`src/hw/rtl/i2cm_pkg.sv`:
```
// Shared types and constants for the I2C master byte engine.
// No dependencies; imported by i2cm_front, i2cm_queue, i2cm_back and the top level.
package i2cm_pkg;

    localparam int unsigned CMD_W     = 3;
    localparam int unsigned BYTE_W    = 8;
    localparam int unsigned TIMEOUT_W = 16;

    localparam logic [TIMEOUT_W-1:0] ACK_TIMEOUT_RST = 16'd500;

    // Raw command codes on the request channel
    localparam logic [CMD_W-1:0] CMD_CODE_NONE      = 3'd0;
    localparam logic [CMD_W-1:0] CMD_CODE_START     = 3'd1;
    localparam logic [CMD_W-1:0] CMD_CODE_WRITE     = 3'd2;
    localparam logic [CMD_W-1:0] CMD_CODE_READ_ACK  = 3'd3;
    localparam logic [CMD_W-1:0] CMD_CODE_READ_NACK = 3'd4;
    localparam logic [CMD_W-1:0] CMD_CODE_STOP      = 3'd5;

    typedef enum logic [2:0] {
        CMD_NONE,
        CMD_START,
        CMD_WRITE,
        CMD_READ_ACK,
        CMD_READ_NACK,
        CMD_STOP
    } cmd_t;

    typedef enum logic [3:0] {
        PH_IDLE,
        PH_S1,
        PH_S2,
        PH_WHIGH,
        PH_WLOW,
        PH_ALOW,
        PH_AHIGH,
        PH_APOLL,
        PH_RHIGH,
        PH_RLOW,
        PH_KHIGH,
        PH_KEND,
        PH_P1,
        PH_P2,
        PH_P3
    } phase_t;

    typedef struct packed {
        cmd_t              kind;
        logic [BYTE_W-1:0] write_byte;
        logic              sda_level;
    } tick_t;

    typedef struct packed {
        logic full;
        logic empty;
    } q_stat_t;

endpackage

```
`src/hw/rtl/i2cm_if.sv`:
```
// Valid/ready channel interfaces for the I2C master byte engine.
// No dependencies.
interface i2cm_req_if;
    logic       valid;
    logic       ready;
    logic [2:0] cmd;
    logic [7:0] write_byte;
    logic       sda_level;

    modport source (output valid, output cmd, output write_byte, output sda_level,
                    input ready);
    modport sink   (input valid, input cmd, input write_byte, input sda_level,
                    output ready);
endinterface

interface i2cm_rsp_if;
    logic       valid;
    logic       ready;
    logic       scl_level;
    logic       sda_release;
    logic       busy_res;
    logic       done_res;
    logic [7:0] read_byte;
    logic       status;

    modport source (output valid, output scl_level, output sda_release, output busy_res,
                    output done_res, output read_byte, output status, input ready);
    modport sink   (input valid, input scl_level, input sda_release, input busy_res,
                    input done_res, input read_byte, input status, output ready);
endinterface

```
`src/hw/rtl/i2cm_front.sv`:
```
// Request front end: accepts tick transactions and classifies the command code.
// Depends on i2cm_pkg and i2cm_req_if.
module i2cm_front
    import i2cm_pkg::*;
(
    i2cm_req_if.sink  req,
    input  q_stat_t   q_stat,
    output logic      push,
    output tick_t     push_item
);

    cmd_t kind;

    always_comb
    begin
        unique case (req.cmd)
            CMD_CODE_START:     kind = CMD_START;
            CMD_CODE_WRITE:     kind = CMD_WRITE;
            CMD_CODE_READ_ACK:  kind = CMD_READ_ACK;
            CMD_CODE_READ_NACK: kind = CMD_READ_NACK;
            CMD_CODE_STOP:      kind = CMD_STOP;
            default:            kind = CMD_NONE;
        endcase
    end

    assign req.ready            = !q_stat.full;
    assign push                 = req.valid && !q_stat.full;
    assign push_item.kind       = kind;
    assign push_item.write_byte = req.write_byte;
    assign push_item.sda_level  = req.sda_level;

endmodule

```
`src/hw/rtl/i2cm_queue.sv`:
```
// Short FIFO of classified ticks between front end and engine.
// Depends on i2cm_pkg.
module i2cm_queue
    import i2cm_pkg::*;
#(
    parameter int unsigned DEPTH = 2
)
(
    input  logic    clk,
    input  logic    rst_n,
    input  logic    push,
    input  tick_t   push_item,
    input  logic    pop,
    output tick_t   pop_item,
    output q_stat_t q_stat
);

    localparam int unsigned PTR_W = (DEPTH > 1) ? $clog2(DEPTH) : 1;
    localparam int unsigned CNT_W = $clog2(DEPTH + 1);
    localparam logic [PTR_W-1:0] LAST_PTR = PTR_W'(DEPTH - 1);
    localparam logic [CNT_W-1:0] FULL_CNT = CNT_W'(DEPTH);

    tick_t             mem [DEPTH];
    logic [PTR_W-1:0]  wr_ptr_reg, wr_ptr_next;
    logic [PTR_W-1:0]  rd_ptr_reg, rd_ptr_next;
    logic [CNT_W-1:0]  count_reg, count_next;

    always_comb
    begin
        wr_ptr_next = wr_ptr_reg;
        rd_ptr_next = rd_ptr_reg;
        count_next  = count_reg;
        if (push)
        begin
            wr_ptr_next = (wr_ptr_reg == LAST_PTR) ? '0 : wr_ptr_reg + 1'b1;
        end
        if (pop)
        begin
            rd_ptr_next = (rd_ptr_reg == LAST_PTR) ? '0 : rd_ptr_reg + 1'b1;
        end
        if (push && !pop)
        begin
            count_next = count_reg + 1'b1;
        end
        else if (pop && !push)
        begin
            count_next = count_reg - 1'b1;
        end
    end

    always_ff @(posedge clk or negedge rst_n)
    begin
        if (!rst_n)
        begin
            wr_ptr_reg <= '0;
            rd_ptr_reg <= '0;
            count_reg  <= '0;
        end
        else
        begin
            wr_ptr_reg <= wr_ptr_next;
            rd_ptr_reg <= rd_ptr_next;
            count_reg  <= count_next;
        end
    end

    always_ff @(posedge clk)
    begin
        if (push)
        begin
            mem[wr_ptr_reg] <= push_item;
        end
    end

    assign pop_item     = mem[rd_ptr_reg];
    assign q_stat.full  = (count_reg == FULL_CNT);
    assign q_stat.empty = (count_reg == '0);

endmodule

```
`src/hw/rtl/i2cm_back.sv`:
```
// Bus engine: steps the SCL/SDA sequencer once per queued tick and holds
// the result in an output register. Depends on i2cm_pkg and i2cm_rsp_if.
module i2cm_back
    import i2cm_pkg::*;
(
    input  logic                 clk,
    input  logic                 rst_n,
    input  logic                 cfg_we,
    input  logic [TIMEOUT_W-1:0] cfg_wdata,
    input  q_stat_t              q_stat,
    input  tick_t                item,
    output logic                 pop,
    i2cm_rsp_if.source           rsp
);

    logic [TIMEOUT_W-1:0] ack_timeout_reg;

    phase_t               phase_reg, phase_next;
    cmd_t                 active_reg, active_next;
    logic [2:0]           bit_reg, bit_next;
    logic [BYTE_W-1:0]    shift_reg, shift_next;
    logic [TIMEOUT_W-1:0] wait_reg, wait_next, wait_dec;
    logic                 scl_reg, scl_next;
    logic                 sda_reg, sda_next;
    logic [BYTE_W-1:0]    last_read_reg, last_read_next;
    logic                 done, status;

    logic                 valid_reg;
    logic                 out_scl_reg, out_sda_reg, out_busy_reg, out_done_reg, out_status_reg;
    logic [BYTE_W-1:0]    out_read_reg;

    assign pop      = !q_stat.empty && (!valid_reg || rsp.ready);
    assign wait_dec = wait_reg - 1'b1;

    // next phase
    always_comb
    begin
        phase_next = phase_reg;
        unique case (phase_reg)
            PH_IDLE:
            begin
                unique case (item.kind)
                    CMD_START:     phase_next = PH_S1;
                    CMD_WRITE:     phase_next = PH_WHIGH;
                    CMD_STOP:      phase_next = PH_P1;
                    CMD_READ_ACK,
                    CMD_READ_NACK: phase_next = PH_RHIGH;
                    default:       phase_next = PH_IDLE;
                endcase
            end
            PH_S1:    phase_next = PH_S2;
            PH_S2:    phase_next = PH_IDLE;
            PH_WHIGH: phase_next = (bit_reg == 3'd7) ? PH_ALOW : PH_WLOW;
            PH_WLOW:  phase_next = PH_WHIGH;
            PH_ALOW:  phase_next = PH_AHIGH;
            PH_AHIGH: phase_next = PH_APOLL;
            PH_APOLL:
            begin
                priority if (!item.sda_level)
                begin
                    phase_next = PH_IDLE;
                end
                else if (wait_dec == '0)
                begin
                    phase_next = PH_P1;
                end
                else
                begin
                    phase_next = PH_APOLL;
                end
            end
            PH_RHIGH: phase_next = PH_RLOW;
            PH_RLOW:  phase_next = (bit_reg == 3'd7) ? PH_KHIGH : PH_RHIGH;
            PH_KHIGH: phase_next = PH_KEND;
            PH_KEND:  phase_next = PH_IDLE;
            PH_P1:    phase_next = PH_P2;
            PH_P2:    phase_next = PH_P3;
            PH_P3:    phase_next = PH_IDLE;
            default:  phase_next = PH_IDLE;
        endcase
    end

    // line drive and datapath
    always_comb
    begin
        active_next    = active_reg;
        bit_next       = bit_reg;
        shift_next     = shift_reg;
        wait_next      = wait_reg;
        scl_next       = scl_reg;
        sda_next       = sda_reg;
        last_read_next = last_read_reg;
        done           = 1'b0;
        status         = 1'b0;
        unique case (phase_reg)
            PH_IDLE:
            begin
                if (item.kind != CMD_NONE)
                begin
                    active_next = item.kind;
                    bit_next    = '0;
                end
                unique case (item.kind)
                    CMD_START:
                    begin
                        scl_next = 1'b1;
                        sda_next = 1'b1;
                    end
                    CMD_WRITE:
                    begin
                        scl_next   = 1'b0;
                        sda_next   = item.write_byte[BYTE_W-1];
                        shift_next = {item.write_byte[BYTE_W-2:0], 1'b0};
                    end
                    CMD_STOP:
                    begin
                        scl_next = 1'b0;
                    end
                    CMD_READ_ACK,
                    CMD_READ_NACK:
                    begin
                        shift_next = '0;
                        scl_next   = 1'b0;
                        sda_next   = 1'b1;
                    end
                    default:
                    begin
                        scl_next = scl_reg;
                    end
                endcase
            end
            PH_S1: sda_next = 1'b0;
            PH_S2:
            begin
                scl_next = 1'b0;
                done     = 1'b1;
            end
            PH_WHIGH:
            begin
                scl_next = 1'b1;
                if (bit_reg != 3'd7)
                begin
                    bit_next = bit_reg + 1'b1;
                end
            end
            PH_WLOW:
            begin
                scl_next   = 1'b0;
                sda_next   = shift_reg[BYTE_W-1];
                shift_next = {shift_reg[BYTE_W-2:0], 1'b0};
            end
            PH_ALOW:
            begin
                scl_next = 1'b0;
                sda_next = 1'b1;
            end
            PH_AHIGH:
            begin
                scl_next  = 1'b1;
                wait_next = (ack_timeout_reg == '0) ? TIMEOUT_W'(1) : ack_timeout_reg;
            end
            PH_APOLL:
            begin
                if (!item.sda_level)
                begin
                    scl_next = 1'b0;
                    done     = 1'b1;
                end
                else
                begin
                    wait_next = wait_dec;
                    if (wait_dec == '0)
                    begin
                        scl_next = 1'b0;
                    end
                end
            end
            PH_RHIGH: scl_next = 1'b1;
            PH_RLOW:
            begin
                shift_next = {shift_reg[BYTE_W-2:0], item.sda_level};
                scl_next   = 1'b0;
                if (bit_reg == 3'd7)
                begin
                    sda_next = (active_reg != CMD_READ_ACK);
                end
                else
                begin
                    bit_next = bit_reg + 1'b1;
                end
            end
            PH_KHIGH: scl_next = 1'b1;
            PH_KEND:
            begin
                scl_next       = 1'b0;
                last_read_next = shift_reg;
                done           = 1'b1;
            end
            PH_P1: sda_next = 1'b0;
            PH_P2: scl_next = 1'b1;
            PH_P3:
            begin
                sda_next = 1'b1;
                done     = 1'b1;
                status   = (active_reg == CMD_WRITE);
            end
            default:
            begin
                done = 1'b0;
            end
        endcase
    end

    always_ff @(posedge clk or negedge rst_n)
    begin
        if (!rst_n)
        begin
            ack_timeout_reg <= ACK_TIMEOUT_RST;
        end
        else if (cfg_we)
        begin
            ack_timeout_reg <= cfg_wdata;
        end
    end

    always_ff @(posedge clk or negedge rst_n)
    begin
        if (!rst_n)
        begin
            phase_reg     <= PH_IDLE;
            active_reg    <= CMD_NONE;
            bit_reg       <= '0;
            shift_reg     <= '0;
            wait_reg      <= '0;
            scl_reg       <= 1'b1;
            sda_reg       <= 1'b1;
            last_read_reg <= '0;
            valid_reg     <= 1'b0;
        end
        else
        begin
            if (pop)
            begin
                phase_reg     <= phase_next;
                active_reg    <= active_next;
                bit_reg       <= bit_next;
                shift_reg     <= shift_next;
                wait_reg      <= wait_next;
                scl_reg       <= scl_next;
                sda_reg       <= sda_next;
                last_read_reg <= last_read_next;
                valid_reg     <= 1'b1;
            end
            else if (rsp.ready)
            begin
                valid_reg <= 1'b0;
            end
        end
    end

    always_ff @(posedge clk)
    begin
        if (pop)
        begin
            out_scl_reg    <= scl_next;
            out_sda_reg    <= sda_next;
            out_busy_reg   <= (phase_next != PH_IDLE);
            out_done_reg   <= done;
            out_read_reg   <= last_read_next;
            out_status_reg <= status;
        end
    end

    assign rsp.valid       = valid_reg;
    assign rsp.scl_level   = out_scl_reg;
    assign rsp.sda_release = out_sda_reg;
    assign rsp.busy_res    = out_busy_reg;
    assign rsp.done_res    = out_done_reg;
    assign rsp.read_byte   = out_read_reg;
    assign rsp.status      = out_status_reg;

endmodule

```
`src/hw/rtl/i2c_master_byte_engine_top.sv`:
```
// Top level of the I2C master byte engine: front end, tick queue, bus engine.
// Depends on i2cm_pkg, i2cm_if, i2cm_front, i2cm_queue and i2cm_back.
//
//  port   | direction | handshake        | payload
//  -------+-----------+------------------+-------------------------------------------
//  req    | in        | valid/ready      | cmd, write_byte, sda_level
//  rsp    | out       | valid/ready      | scl_level, sda_release, busy_res, done_res,
//         |           |                  | read_byte, status
//  cfg    | in        | cfg_we           | cfg_wdata = ack_timeout
//
//  One transaction in gives one transaction out; one tick per clock sustained while
//  rsp.ready holds. A tick is written into the queue when accepted, and the engine
//  then steps it into the output register.
//  The engine steps only when the output register is free or being drained.
//  req.ready drops once the queue holds QUEUE_DEPTH ticks behind a stalled rsp.
//  Async reset: lines released, engine idle, ack_timeout 500, queue empty.
module i2c_master_byte_engine_top
    import i2cm_pkg::*;
#(
    parameter int unsigned QUEUE_DEPTH = 2
)
(
    input  logic                 clk,
    input  logic                 rst_n,
    input  logic                 cfg_we,
    input  logic [TIMEOUT_W-1:0] cfg_wdata,
    i2cm_req_if.sink             req,
    i2cm_rsp_if.source           rsp
);

    q_stat_t q_stat;
    logic    push, pop;
    tick_t   push_item, pop_item;

    i2cm_front u_front
    (
        .req       (req),
        .q_stat    (q_stat),
        .push      (push),
        .push_item (push_item)
    );

    i2cm_queue #(
        .DEPTH (QUEUE_DEPTH)
    ) u_queue
    (
        .clk       (clk),
        .rst_n     (rst_n),
        .push      (push),
        .push_item (push_item),
        .pop       (pop),
        .pop_item  (pop_item),
        .q_stat    (q_stat)
    );

    i2cm_back u_back
    (
        .clk       (clk),
        .rst_n     (rst_n),
        .cfg_we    (cfg_we),
        .cfg_wdata (cfg_wdata),
        .q_stat    (q_stat),
        .item      (pop_item),
        .pop       (pop),
        .rsp       (rsp)
    );

endmodule

```
`src/flat_wrapper.sv`:
```
// flat-port wrapper written by rule: the top's interface ports become plain ports
module i2c_master_byte_engine_top_flat import i2cm_pkg::*;
#(
    parameter int unsigned QUEUE_DEPTH = 2
)
  (clk, rst_n, cfg_we, cfg_wdata, req_valid, req_cmd, req_write_byte, req_sda_level, req_ready, rsp_valid, rsp_scl_level, rsp_sda_release, rsp_busy_res, rsp_done_res, rsp_read_byte, rsp_status, rsp_ready);
  i2cm_req_if req_i ();
  i2cm_rsp_if rsp_i ();
  input  logic clk;
  input  logic rst_n;
  input  logic cfg_we;
  input  logic [TIMEOUT_W-1:0] cfg_wdata;
  input wire logic [$bits(req_i.valid)-1:0] req_valid;
  input wire logic [$bits(req_i.cmd)-1:0] req_cmd;
  input wire logic [$bits(req_i.write_byte)-1:0] req_write_byte;
  input wire logic [$bits(req_i.sda_level)-1:0] req_sda_level;
  output wire logic [$bits(req_i.ready)-1:0] req_ready;
  output wire logic [$bits(rsp_i.valid)-1:0] rsp_valid;
  output wire logic [$bits(rsp_i.scl_level)-1:0] rsp_scl_level;
  output wire logic [$bits(rsp_i.sda_release)-1:0] rsp_sda_release;
  output wire logic [$bits(rsp_i.busy_res)-1:0] rsp_busy_res;
  output wire logic [$bits(rsp_i.done_res)-1:0] rsp_done_res;
  output wire logic [$bits(rsp_i.read_byte)-1:0] rsp_read_byte;
  output wire logic [$bits(rsp_i.status)-1:0] rsp_status;
  input wire logic [$bits(rsp_i.ready)-1:0] rsp_ready;
  assign req_i.valid = req_valid;
  assign req_i.cmd = req_cmd;
  assign req_i.write_byte = req_write_byte;
  assign req_i.sda_level = req_sda_level;
  assign req_ready = req_i.ready;
  assign rsp_valid = rsp_i.valid;
  assign rsp_scl_level = rsp_i.scl_level;
  assign rsp_sda_release = rsp_i.sda_release;
  assign rsp_busy_res = rsp_i.busy_res;
  assign rsp_done_res = rsp_i.done_res;
  assign rsp_read_byte = rsp_i.read_byte;
  assign rsp_status = rsp_i.status;
  assign rsp_i.ready = rsp_ready;
  i2c_master_byte_engine_top #(.QUEUE_DEPTH(QUEUE_DEPTH)) u_core (.clk(clk), .rst_n(rst_n), .cfg_we(cfg_we), .cfg_wdata(cfg_wdata), .req(req_i), .rsp(rsp_i));
endmodule
```
`config.mk`:
```
export PLATFORM = sky130hd
export DESIGN_NAME = i2c_master_byte_engine_top_flat
export DESIGN_NICKNAME = d
export VERILOG_FILES = /design/src/hw/rtl/i2cm_pkg.sv /design/src/hw/rtl/i2cm_if.sv /design/src/hw/rtl/i2cm_front.sv /design/src/hw/rtl/i2cm_queue.sv /design/src/hw/rtl/i2cm_back.sv /design/src/hw/rtl/i2c_master_byte_engine_top.sv /design/src/flat_wrapper.sv
export SDC_FILE = /design/constraint.sdc
export NUM_CORES = 1
export LEC_CHECK = 0
export ABC_CLOCK_PERIOD_IN_PS = 2600
export BUFFER_PORTS_ARGS = -buffer_cell sky130_fd_sc_hd__clkbuf_2
export CAP_MARGIN = 30
export CORE_MARGIN = 2
export CORE_UTILIZATION = 51
export DETAILED_ROUTE_END_ITERATION = 6
export HOLD_SLACK_MARGIN = 0.03
export PLACE_DENSITY = 0.73
export SLEW_MARGIN = 10
export SYNTH_ARGS = -nofsm -noshare
export SYNTH_HDL_FRONTEND = slang
export SYNTH_SLANG_ARGS = --single-unit
```
`constraint.sdc`:
```
create_clock -name clk -period 2.6 [get_ports clk]
set_clock_uncertainty 0.15 [all_clocks]
set_input_delay 0.13 -clock clk [delete_from_list [all_inputs] [get_ports clk]]
set_output_delay 0.13 -clock clk [all_outputs]
set_load 0.02 [all_outputs]
```
# == Word-level counts from Yosys, hierarchy flattened ==
# Memory sizes are Yosys's and may differ from the RTL's.
# Cells that the tools add are included.
# totals
register_bits,78
n_memories,1
word_cells,127
mem_bits_rw,24
output_inout_bits,15
# op_classes
eq_ne,34
muxes,34
add_sub_neg,6
reduce_logical,33
# memory_table
memory,words,width,rd,rd_clocked_by_memory_dff,write_ports,line_no,text
u_core.u_queue.mem,2,12,1,0,1,i2cm_queue.sv:23,tick_t mem [DEPTH];
# ops
operator,n
4-bit one-hot mux with 12 select lines,1
16-bit zero test,2
16-bit 2-to-1 mux,2
16-bit one-hot mux with 2 select lines,1
"4-bit equality test, second input constant",7
8-bit one-hot mux with 3 select lines,1
"4-bit by 3-bit equality test with 1-bit output, second input constant",4
4-bit one-hot mux with 4 select lines,1
8-bit one-hot mux with 2 select lines,1
"16-bit by 1-bit subtractor with 16-bit output, second input constant",1
"3-bit by 2-bit equality test with 1-bit output, second input constant",5
"3-bit equality test, second input constant",5
3-bit one-hot mux with 5 select lines,1
1-bit 2-to-1 mux,11
5-bit OR reduction,2
3-bit 2-to-1 mux,3
3-bit one-hot mux with 3 select lines,1
3-bit AND reduction,3
3-bit nonzero test,3
"4-bit by 2-bit equality test with 1-bit output, second input constant",2
4-bit 2-to-1 mux,2
8-bit 2-to-1 mux,1
"2-bit inequality test, second input constant",4
"3-bit by 1-bit equality test with 1-bit output, second input constant",2
23 further kinds,41

# == Longest topological paths before layout ==
# Gate-level depths: netlist (run 1).
# depth
depth_word,7
depth_mapped,9
mapped_depth_nobuf,7

# == Cells and area by module ==
# From an unflattened synthesis (run 1), not the netlist that was laid out.
# unflattened
hier_cells,508
area_unflattened_um2,5280.1
# modules_own_cells
module,n_inst,area_each_um2,cells_each,seq_area_each_um2
i2cm_back,1,4092.7,441,1926.8
i2cm_queue,1,1087.3,53,820.8
i2cm_front,1,100.1,14,0.0

# == Least setup slack after synthesis (run 1) ==
# OpenSTA, ideal clock, no wires.
# synth_path
kind,flip-flop to flip-flop
startpoint,reg u_core.u_back.wait_reg[0]
endpoint,reg u_core.u_back.out_scl_reg (netlist: u_core.u_back.rsp.scl_level) (data pin)
t_arrival_ns,2.161
n_path_buf,0
t_required_ns,2.174
stages_incl_launch_ff,8
synth_period_minus_slack_ns,2.587
setup_slack_ns,0.013
cell_sequence,dfrtp_1 -> inv_1 -> ha_1 -> or3b_2 -> or3_1 -> xnor2_1 -> o31ai_1 -> a31oi_1
# synth_via
elab_chain_len,5
# synth_lines
item,line_no,text
"start, declared",i2cm_back.sv:22,"logic [TIMEOUT_W-1:0] wait_reg, wait_next, wait_dec;"
"start signal, assigned",i2cm_back.sv:248,wait_reg <= wait_next;
16-bit by 1-bit subtractor with 16-bit output,i2cm_back.sv:33,assign wait_dec = wait_reg - 1'b1;
16-bit zero test,i2cm_back.sv:172,if (wait_dec == '0)
1-bit 2-to-1 mux,i2cm_back.sv:172,
1-bit 2-to-1 mux,i2cm_back.sv:164,if (!item.sda_level)
1-bit one-hot mux with 4 select lines,i2cm_back.sv:95,unique case (phase_reg)
via u_core.u_back.scl_next,i2cm_back.sv:23,"logic scl_reg, scl_next;"
"end signal, assigned",i2cm_back.sv:265,out_scl_reg <= scl_next;
"end, declared",i2cm_back.sv:29,"logic out_scl_reg, out_sda_reg, out_busy_reg, out_done_reg, out_status_reg;"
# The timed path passes the listed nets, and every way through them passes these cells.
# A chain may end at the register's enable or synchronous reset.

# == Worst setup path after layout (run 1) ==
# layout_path
startpoint,reg u_core.u_back.wait_reg[1]
endpoint,reg u_core.u_back.phase_reg[3]
# layout_via
elab_chain_len,5
# layout_lines
item,line_no,text
16-bit by 1-bit subtractor with 16-bit output,i2cm_back.sv:33,
16-bit zero test,i2cm_back.sv:63,else if (wait_dec == '0)
4-bit 2-to-1 mux,i2cm_back.sv:63,
4-bit 2-to-1 mux,i2cm_back.sv:59,priority if (!item.sda_level)
4-bit one-hot mux with 12 select lines,i2cm_back.sv:39,unique case (phase_reg)
"end signal, assigned",i2cm_back.sv:244,phase_reg <= phase_next;
"end, declared",i2cm_back.sv:18,"phase_t phase_reg, phase_next;"
# No other way between the ends.

==> results.md, run 1 <==
- The count of yosys warnings during synthesis is 0.
- The max capacitance violation total is 0.
- The type of the tightest min-delay check is in -> async.
- The power density relative to cell area is 1080 nW/um2.
- TritonCTS built the clock tree.
- The most used flip-flop cell after synthesis is dfrtp_1.
- The count of pins on the block boundary is 48.
- The filler cells instantiated in the layout total 769.
- Entering global routing, the biggest net connects 32 pins.
- Of the cells placed in the final design, the portion with a size suffix greater than 1 is 0.268.
- The maximum level of the CTS H-tree is 3.
- The number of buffer cells added on primary ports is 47.
- The flow ran to the end, and the final reports show no timing, DRC or antenna violations.
- The number of antenna violations at the first check in global routing was 0.
- In the post-route analysis, the smallest setup slack over all paths is 0.131 ns.
- A synthesized cell averages 11.1 um2.
- After clock tree synthesis, the setup repair step added 0 buffers.
- The post-synthesis compound-gate area fraction is 0.139.
- The critical path in this run is classified as reg -> reg.
- The number of DRC markers after the initial detailed-route iteration is 157.
- The die is 104 um tall.
- The static leakage power is 2.57 nW.
- Once detail routing completed, the nets flagged for antenna violations numbered 0.
- Timing analysis after detailed placement gives a worst setup slack of 0.0990 ns.
- Leaving out fill and tap cells, the most frequent cell in the layout is dfrtp_1.
- Counting every sink on the clock net gives 102.
- Using the TritonRoute via totals, the vias-per-cell ratio works out to 5.67.
- The number of standard cells after synthesis is 463.
- The detailed-route via count is 3887.
- The dominant combinational cell family by area after synthesis is simple AND/OR/NAND/NOR gates.
- The number of max-slew violations in the final report is 0.
- The endpoint kind of the worst setup timing path is a register.
- The worst-case hold slack is 0.147 ns.
- For this run the aggregate overflow at the end of global routing stands at 0.
- The floorplan has 36 rows.
- The total standard cell area after synthesis is 5120 um2.
- The number of buffers created by CTS is 9.
- The worst setup path is launched from a register.
- The first-pass GRT wire length is 18300 um.
- The number of nets in the layout is 587.
- The die is 104 um wide.
- Counting every net in the synthesized netlist gives 503.
- The via count of the first global-routing pass was 3855.
- The adder-cell share of the synthesized area is 0.0171.
- The arrival time at the worst endpoint is 2.63 ns.
- For the worst setup path, the data required time is 2.76 ns.
- The worst-case IR drop observed on VDD is 0.000495 V.
- The worst-margin pin slew is 0.632 ns.
- 0 antenna diodes ended up in the layout.
- The initial standard-cell utilization of the core is 0.524.
- The number of detailed-routing iterations run before antenna repair is 4.
- The top cell types in the final layout, fill and taps aside, are dfrtp_1, clkbuf_2, nand2_1.
- The number of setup violations in the final report is 0.
- The half-perimeter wire length of the detailed placement result is 7400 um.
- Counting flops with a built-in enable in the synthesized netlist gives 37.
- The cell at the root of the clock tree is clkbuf_8.
- The number of buffers between clock root and the deepest sink is 2.
- From synthesis to final layout, the design area changed by 19.0%.
- Headroom to the max-slew limit came out at 0.579.
- The clock-pin slew on the worst setup and hold paths is 0.11 ns.
- The overall die area is 10900 um2.
- For this run, the total global-route usage over all layers was measured as 0.210.
- The synthesized-area fraction occupied by xor and xnor cells is 0.0188.
- The worst path needs 2.47 ns of the cycle, external delays included.
- The last weighted congestion value of the routability-driven placer is 0.924.
- In this run the worst path has a maximum fanout of 3.
- The wire length after detailed routing is 10900 um.
- The core footprint is 9770 um2.
- The count of endpoints failing hold in the final timing report was 0.
- Of the total synthesized cell area, the portion taken by AND, OR, NAND and NOR gates is 0.141.
- The mux contribution to synthesized area is 0.115.
- Synthesis inferred 102 register bits.
- Of the available clock period, the critical path in the final layout requires 0.950.
- The fraction of synthesis flops using an asynchronous set or reset pin is 0.637.
- For this run, design rule violations remaining after detail routing come to 0.
- The fraction of the yosys area taken by sequential cells is 0.537.
- The routed wirelength normalized by instance count is 15.9 um.
- The register with the most flip-flops in the layout has 24 of them.
- The maximum clock frequency is 0.405 GHz.
- The synthesized netlist contains 59 unique library cells.
- The clock latency at the later pin of the worst-skew pair is 0.37 ns.
==> Yosys cell counts, types with 3 or more instances <==
| master | count | area share |
|---|---|---|
| edfxtp_1 | 37 | 0.22 |
| xnor2_1 | 8 | 0.014 |
| o21a_1 | 6 | 0.0088 |
| o211ai_1 | 6 | 0.0088 |
| a211o_1 | 3 | 0.0051 |
| nor2_1 | 35 | 0.026 |
| xor2_1 | 3 | 0.0051 |
| nand4_1 | 5 | 0.0061 |
| buf_2 | 9 | 0.0088 |
| o22a_1 | 4 | 0.0068 |
| nor4_1 | 6 | 0.0073 |
| a22oi_1 | 6 | 0.0088 |
| mux2_2 | 44 | 0.097 |
| ha_1 | 7 | 0.017 |
| buf_1 | 3 | 0.0022 |
| a22o_1 | 8 | 0.014 |
| nand2_1 | 45 | 0.033 |
| and3_1 | 3 | 0.0037 |
| nand2b_1 | 5 | 0.0061 |
| mux2i_1 | 7 | 0.014 |
| inv_1 | 13 | 0.0095 |
| dfrtp_1 | 57 | 0.28 |
| o21ai_0 | 18 | 0.018 |
| a21oi_1 | 22 | 0.022 |
| or3_1 | 6 | 0.0073 |
| nor3_1 | 18 | 0.018 |
| a41oi_1 | 4 | 0.0068 |
| nand3_1 | 4 | 0.0039 |
| dfstp_2 | 8 | 0.041 |
| nor2b_1 | 4 | 0.0049 |
| o22ai_1 | 6 | 0.0073 |
| clkbuf_1 | 15 | 0.011 |
| a31oi_1 | 5 | 0.0061 |
==> metrics by stage <==
stage          area, um2  power (mW)  cells  TNS [ns]   util
2_1_floorplan       5120        4.74    463         0      -
3_3_place_gp        5570        5.42    638         0  0.570
3_5_place_dp        5570        5.52    638         0  0.570
4_1_cts             6090        6.59    685         0  0.623
5_1_grt             6090        7.05    685  -0.00133  0.623
6_report            6090        6.59    685         0  0.623
==> worst paths after layout <==
check                                                 start                                to  slack, ns  depth (start not counted)
worst max-delay path              u_core.u_back.wait_reg[1]        u_core.u_back.phase_reg[3]       0.13                          7
worst min-delay path                                  rst_n         u_core.u_queue.wr_ptr_reg       0.15                          2
worst max register to register    u_core.u_back.wait_reg[1]        u_core.u_back.phase_reg[3]       0.13                          7
worst min register to register  u_core.u_back.active_reg[1]       u_core.u_back.active_reg[1]       0.34                          2
max in group asynchronous                             rst_n             u_core.u_back.sda_reg       1.32                          3
min in group clk                                     cfg_we  u_core.u_back.ack_timeout_reg[3]       0.18                          2
==> critical path: stages, from the launching register on <==
cell and delay [ns]:
dfrtp_1 0.42, inv_2 0.07, ha_1 0.15, or3b_2 0.46, or3_4 0.35, xnor2_1 0.15, or4b_1 0.52, a22oi_2 0.12
==> cell type report <==
cell class / instances / area, um2 / area share
repair buffers: 101 / 718 / 0.118
clock buffers: 9 / 124 / 0.0203
well taps: 133 / 166 / 0.0273
clock inverters: 7 / 78.8 / 0.0129
inverters: 13 / 48.8 / 0.00801
multi-input cells: 320 / 2210 / 0.362
flip-flops and latches: 102 / 2750 / 0.451
==> cells by family after synthesis <==
logic type      count (synthesis)
fa+ha+maj                       7
flops                         102
simple gates                  146
buf+inv                        41
compound gates                104
mux                            52
xor+xnor                       11
==> layer usage <==
layer	GRT usage	share of wire	wire length [um]	up-vias
li1	-	-	-	1864
met1	0.280	0.45	4940	1903
met2	0.348	0.49	5330	108
met3	0.0501	0.048	527	12
met4	0.0521	0.011	123	0
met5	0	0	0	-
==> what timing repair did <==
action / CTS / global route
gates resized for setup: 0 / 2
endpoints found under the setup margin: 0 / 5
hold buffers: 31 / 0
hold endpoints to repair: 64 / 0
==> report_power, final <==
part | total [mW] | switching (mW) | internal (mW)
logic | 2.79 | 1.55 | 1.24
clock network | 1.03 | 0.572 | 0.457
registers | 2.77 | 0.460 | 2.31
Note: power is estimated with default switching activity, not from simulation.
==> inputs of run 2 (changes only) <==
Settings changed: PLACE_DENSITY 0.73 to default, PLACE_DENSITY_LB_ADDON from default to 0.15, RECOVER_POWER from default to 50.
==> run 2 against run 1 <==
  * The run now ends with max-capacitance violations, max-slew violations left
  * Register-to-register slack is essentially flat
  * Clock power about the same
  * Utilization about the same
  * Cell area is essentially flat
==> results.md, run 2 (same netlist as run 1, synthesis figures left out) <==
- The met3 layer wire length in the routed design is 414 um.
- The total internal power is 3.97 mW.
- The number of detailed-routing iterations run before antenna repair is 6.
- The startpoint of the worst hold path is cfg_we.
- The final sum of negative setup slack is 0 ns.
- Setup repair after global routing left no endpoint under its margin.
- Traced cell by cell, the critical path runs through inv_2, ha_1, or3b_2, or3_4, xnor2_1, or4b_1, a22oi_2.
- During placement, the flow inserted port buffers numbering 47.
- After clock tree synthesis, the clock-pin slew on the worst setup and hold paths is 0.11 ns.
- The min-delay analysis places its worst path in the category in -> reg.
- The count of standard-cell rows is 36.
- The data required time of the critical path is 2.77 ns.
- The count of endpoints failing hold in the final timing report was 0.
- The routed via count divided by cell count is 5.56.
- The depth of the worst hold-timing path is 2.
- The flip-flop count of the largest register, all copies and words added is 24.
- Once the clock tree was built, the setup fixing pass inserted 0 buffers.
- The total congestion overflow after global routing is 0.
- The via count of the first global-routing pass was 3846.
- The sequential cell fraction of total power is 0.416.
- The diode insertion count for antenna repair is 0.
- Dividing total power by cell area gives a power density of 1080 nW/um2.
- From synthesis to final layout, the design area changed by 19.0%.
- For this block, the initial DRC count from the detailed router was 123.
- The switching part of the total is 0.396.
- The post-route clock period utilization is 0.955.
- The clock latency at the later pin of the worst-skew pair is 0.39 ns.
- The power spent charging and discharging nets is 2.61 mW.
- Leaving out fill and tap cells, the most frequent cells in the layout are dfrtp_1, nand2_1, mux2_2.
- Timing analysis after detailed placement gives a worst setup slack of 0.0783 ns.
- Counting along the longest clock path gives a buffer depth of 2.
- The highest fanout seen on the critical path is 3.
- The first global-routing pass estimated 18700 um of wire.
- The number of max-slew violations in the final report is 66.
- The checks that failed: max-capacitance violations, max-slew violations.
- The number of remaining DRC errors is 0.
- The last weighted congestion value of the routability-driven placer is 0.877.
- The startpoint identified for the worst register-to-register timing path is u_core.u_back.wait_reg[1].
- For this run, the top clock speed supported by timing is 0.403 GHz.
- The tool flagged a number of max-cap violations equal to 1.
- The detailed router put a total of 4950 um of wire on met1.
- The die is 104 um tall.
- The wire length after detailed routing is 10800 um.
- The endpoint kind of the worst setup timing path is a register.
- The post-layout minimum cycle time is 2.48 ns.
- The arrival time at the worst endpoint is 2.66 ns.
- Setup violations remaining at the end of the flow were counted as 0.
- The cell at the root of the clock tree is clkbuf_8.
- The number of nets in the layout is 589.
- The horizontal extent of the die is 104 um.
- Entering global routing, the biggest net connects 66 pins.
- Measured against its own limit, the worst slew margin works out to -0.101.
- In the detailed route, the total length drawn on met2 is 5300 um.
- The flow ran to the end, but the final reports show violations.
- The logic depth of the worst path, buffers included is 7.
- The library cell used most frequently in the layout, excluding fill and tap cells, is dfrtp_1.
- The CTS tree is done.
- In this run the remaining antenna-violating nets after routing total 0.
- Detailed placement finished with a half-perimeter wire length of 7260 um.
- Summing over every cut layer, the via total after detailed routing is 3817.
- Of the total power, the clock network draws 0.153.
- The number of clock buffers added by TritonCTS is 9.
- The combined buffer and inverter count along the critical path is 1.
- Grouping stages by cell kind, the critical path spends the most delay in simple AND/OR/NAND/NOR gates.
- The worst-case setup margin in the final layout is 0.117 ns.
- The routed wirelength normalized by instance count is 15.7 um.
- The count of pins on the block boundary is 48.
- The die covers 10900 um2.
- For the worst flop-to-flop path, the logic depth is 7.
- The maximum cell stage delay along the critical path is 0.52 ns.
- The startpoint type of the worst setup path is a register.
- The static leakage power is 2.54 nW.
- The number of antenna violations at the first check in global routing came to 0.
- The register-to-register setup slack is 0.12 ns.
- Among all stages on the critical path, the largest delay is contributed by or4b_1.
- The end of the worst register-to-register path is u_core.u_back.phase_reg[3].
- The worst-case IR drop observed on VDD is 0.000623 V.
- The worst hold path terminates at u_core.u_back.ack_timeout_reg[15].
- The detailed router used layers up to and including met4.
- The worst-margin pin slew is 1.65 ns.
- The initial standard-cell utilization of the core is 0.524.
- The overall routing resource usage is 0.216.
- The critical path in this run is classified as reg -> reg.
- The clock tree synthesis step divided the H-tree into 3 levels.
- In the final layout, the share of cells above drive strength 1 is 0.236.
- The clock sink count is 102.
- The fraction of power consumed by combinational cells is 0.431.
- The region available for standard cell placement spans 9770 um2.
run 2: cell count changes in the layout (fill, tap and decap cells not counted), sizes merged:
| cell | delta |
|---|---|
| dlygate4sd3 | +1 |
| clkinvlp | -1 |
| bufinv | -1 |
| clkbuf | +3 |
run 2: layout make-up:
type,instances,area [um2]
fillers,798,3680
flip-flops and latches,102,2750
multi-input cells,320,2210
repair buffers,103,717
well taps,133,166
clock buffers,11,151
clock inverters,5,51.3
inverters,13,48.8
run 2: worst register-to-register path, cell delays in order (launching register included):
cell and delay [ns]:
dfrtp_1 0.42, inv_2 0.08, ha_1 0.16, or3b_2 0.47, or3_4 0.36, xnor2_1 0.14, or4b_1 0.52, a22oi_2 0.12
run 2: layer usage:
layer  vias to the layer above  global-route usage
li1                       1871                   -
met1                      1850               0.285
met2                        81               0.354
met3                        15              0.0545
met4                         0              0.0647
met5                         -                   0
run 2: worst max path at each step:
stage / start / to / slack [ns]
final: u_core.u_back.wait_reg[1] / u_core.u_back.phase_reg[3] / 0.12
after CTS: u_core.u_back.wait_reg[1] / u_core.u_back.phase_reg[3] / 0.05
after global routing: u_core.u_back.wait_reg[1] / u_core.u_back.phase_reg[3] / 0.005
after floorplan: u_core.u_back.wait_reg[0] / u_core.u_back.rsp.scl_level / 0.01
after detailed placement: u_core.u_back.wait_reg[1] / u_core.u_back.phase_reg[3] / 0.08
after global placement: u_core.u_back.wait_reg[1] / u_core.u_back.phase_reg[3] / 0.14
run 2: power by group through the flow:
stage	Combinational [mW]	Sequential (mW)	Clock, mW
after global routing	3.16	2.82	1.10
after floorplan	1.99	2.75	0
after CTS	2.85	2.73	1.04
after detailed placement	2.80	2.77	0
final	2.84	2.74	1.00
after global placement	2.72	2.75	0
run 2: timing repair:
| item | CTS | global route |
|---|---|---|
| hold endpoints to repair | 107 | 0 |
| endpoints found under the setup margin | 0 | 5 |
| resized for setup | 0 | 2 |
| hold buffers | 32 | 0 |
run 2: metrics by stage:
stage	instances	util	total power, mW	area, um2	hold slack, ns
after floorplan	463	-	4.74	5120	-0.316
after global placement	639	0.572	5.47	5590	0.0264
after detailed placement	639	0.572	5.56	5590	0.0267
after CTS	687	0.626	6.62	6120	0.147
after global routing	687	0.623	7.07	6090	0.181
final	687	0.623	6.58	6090	0.168
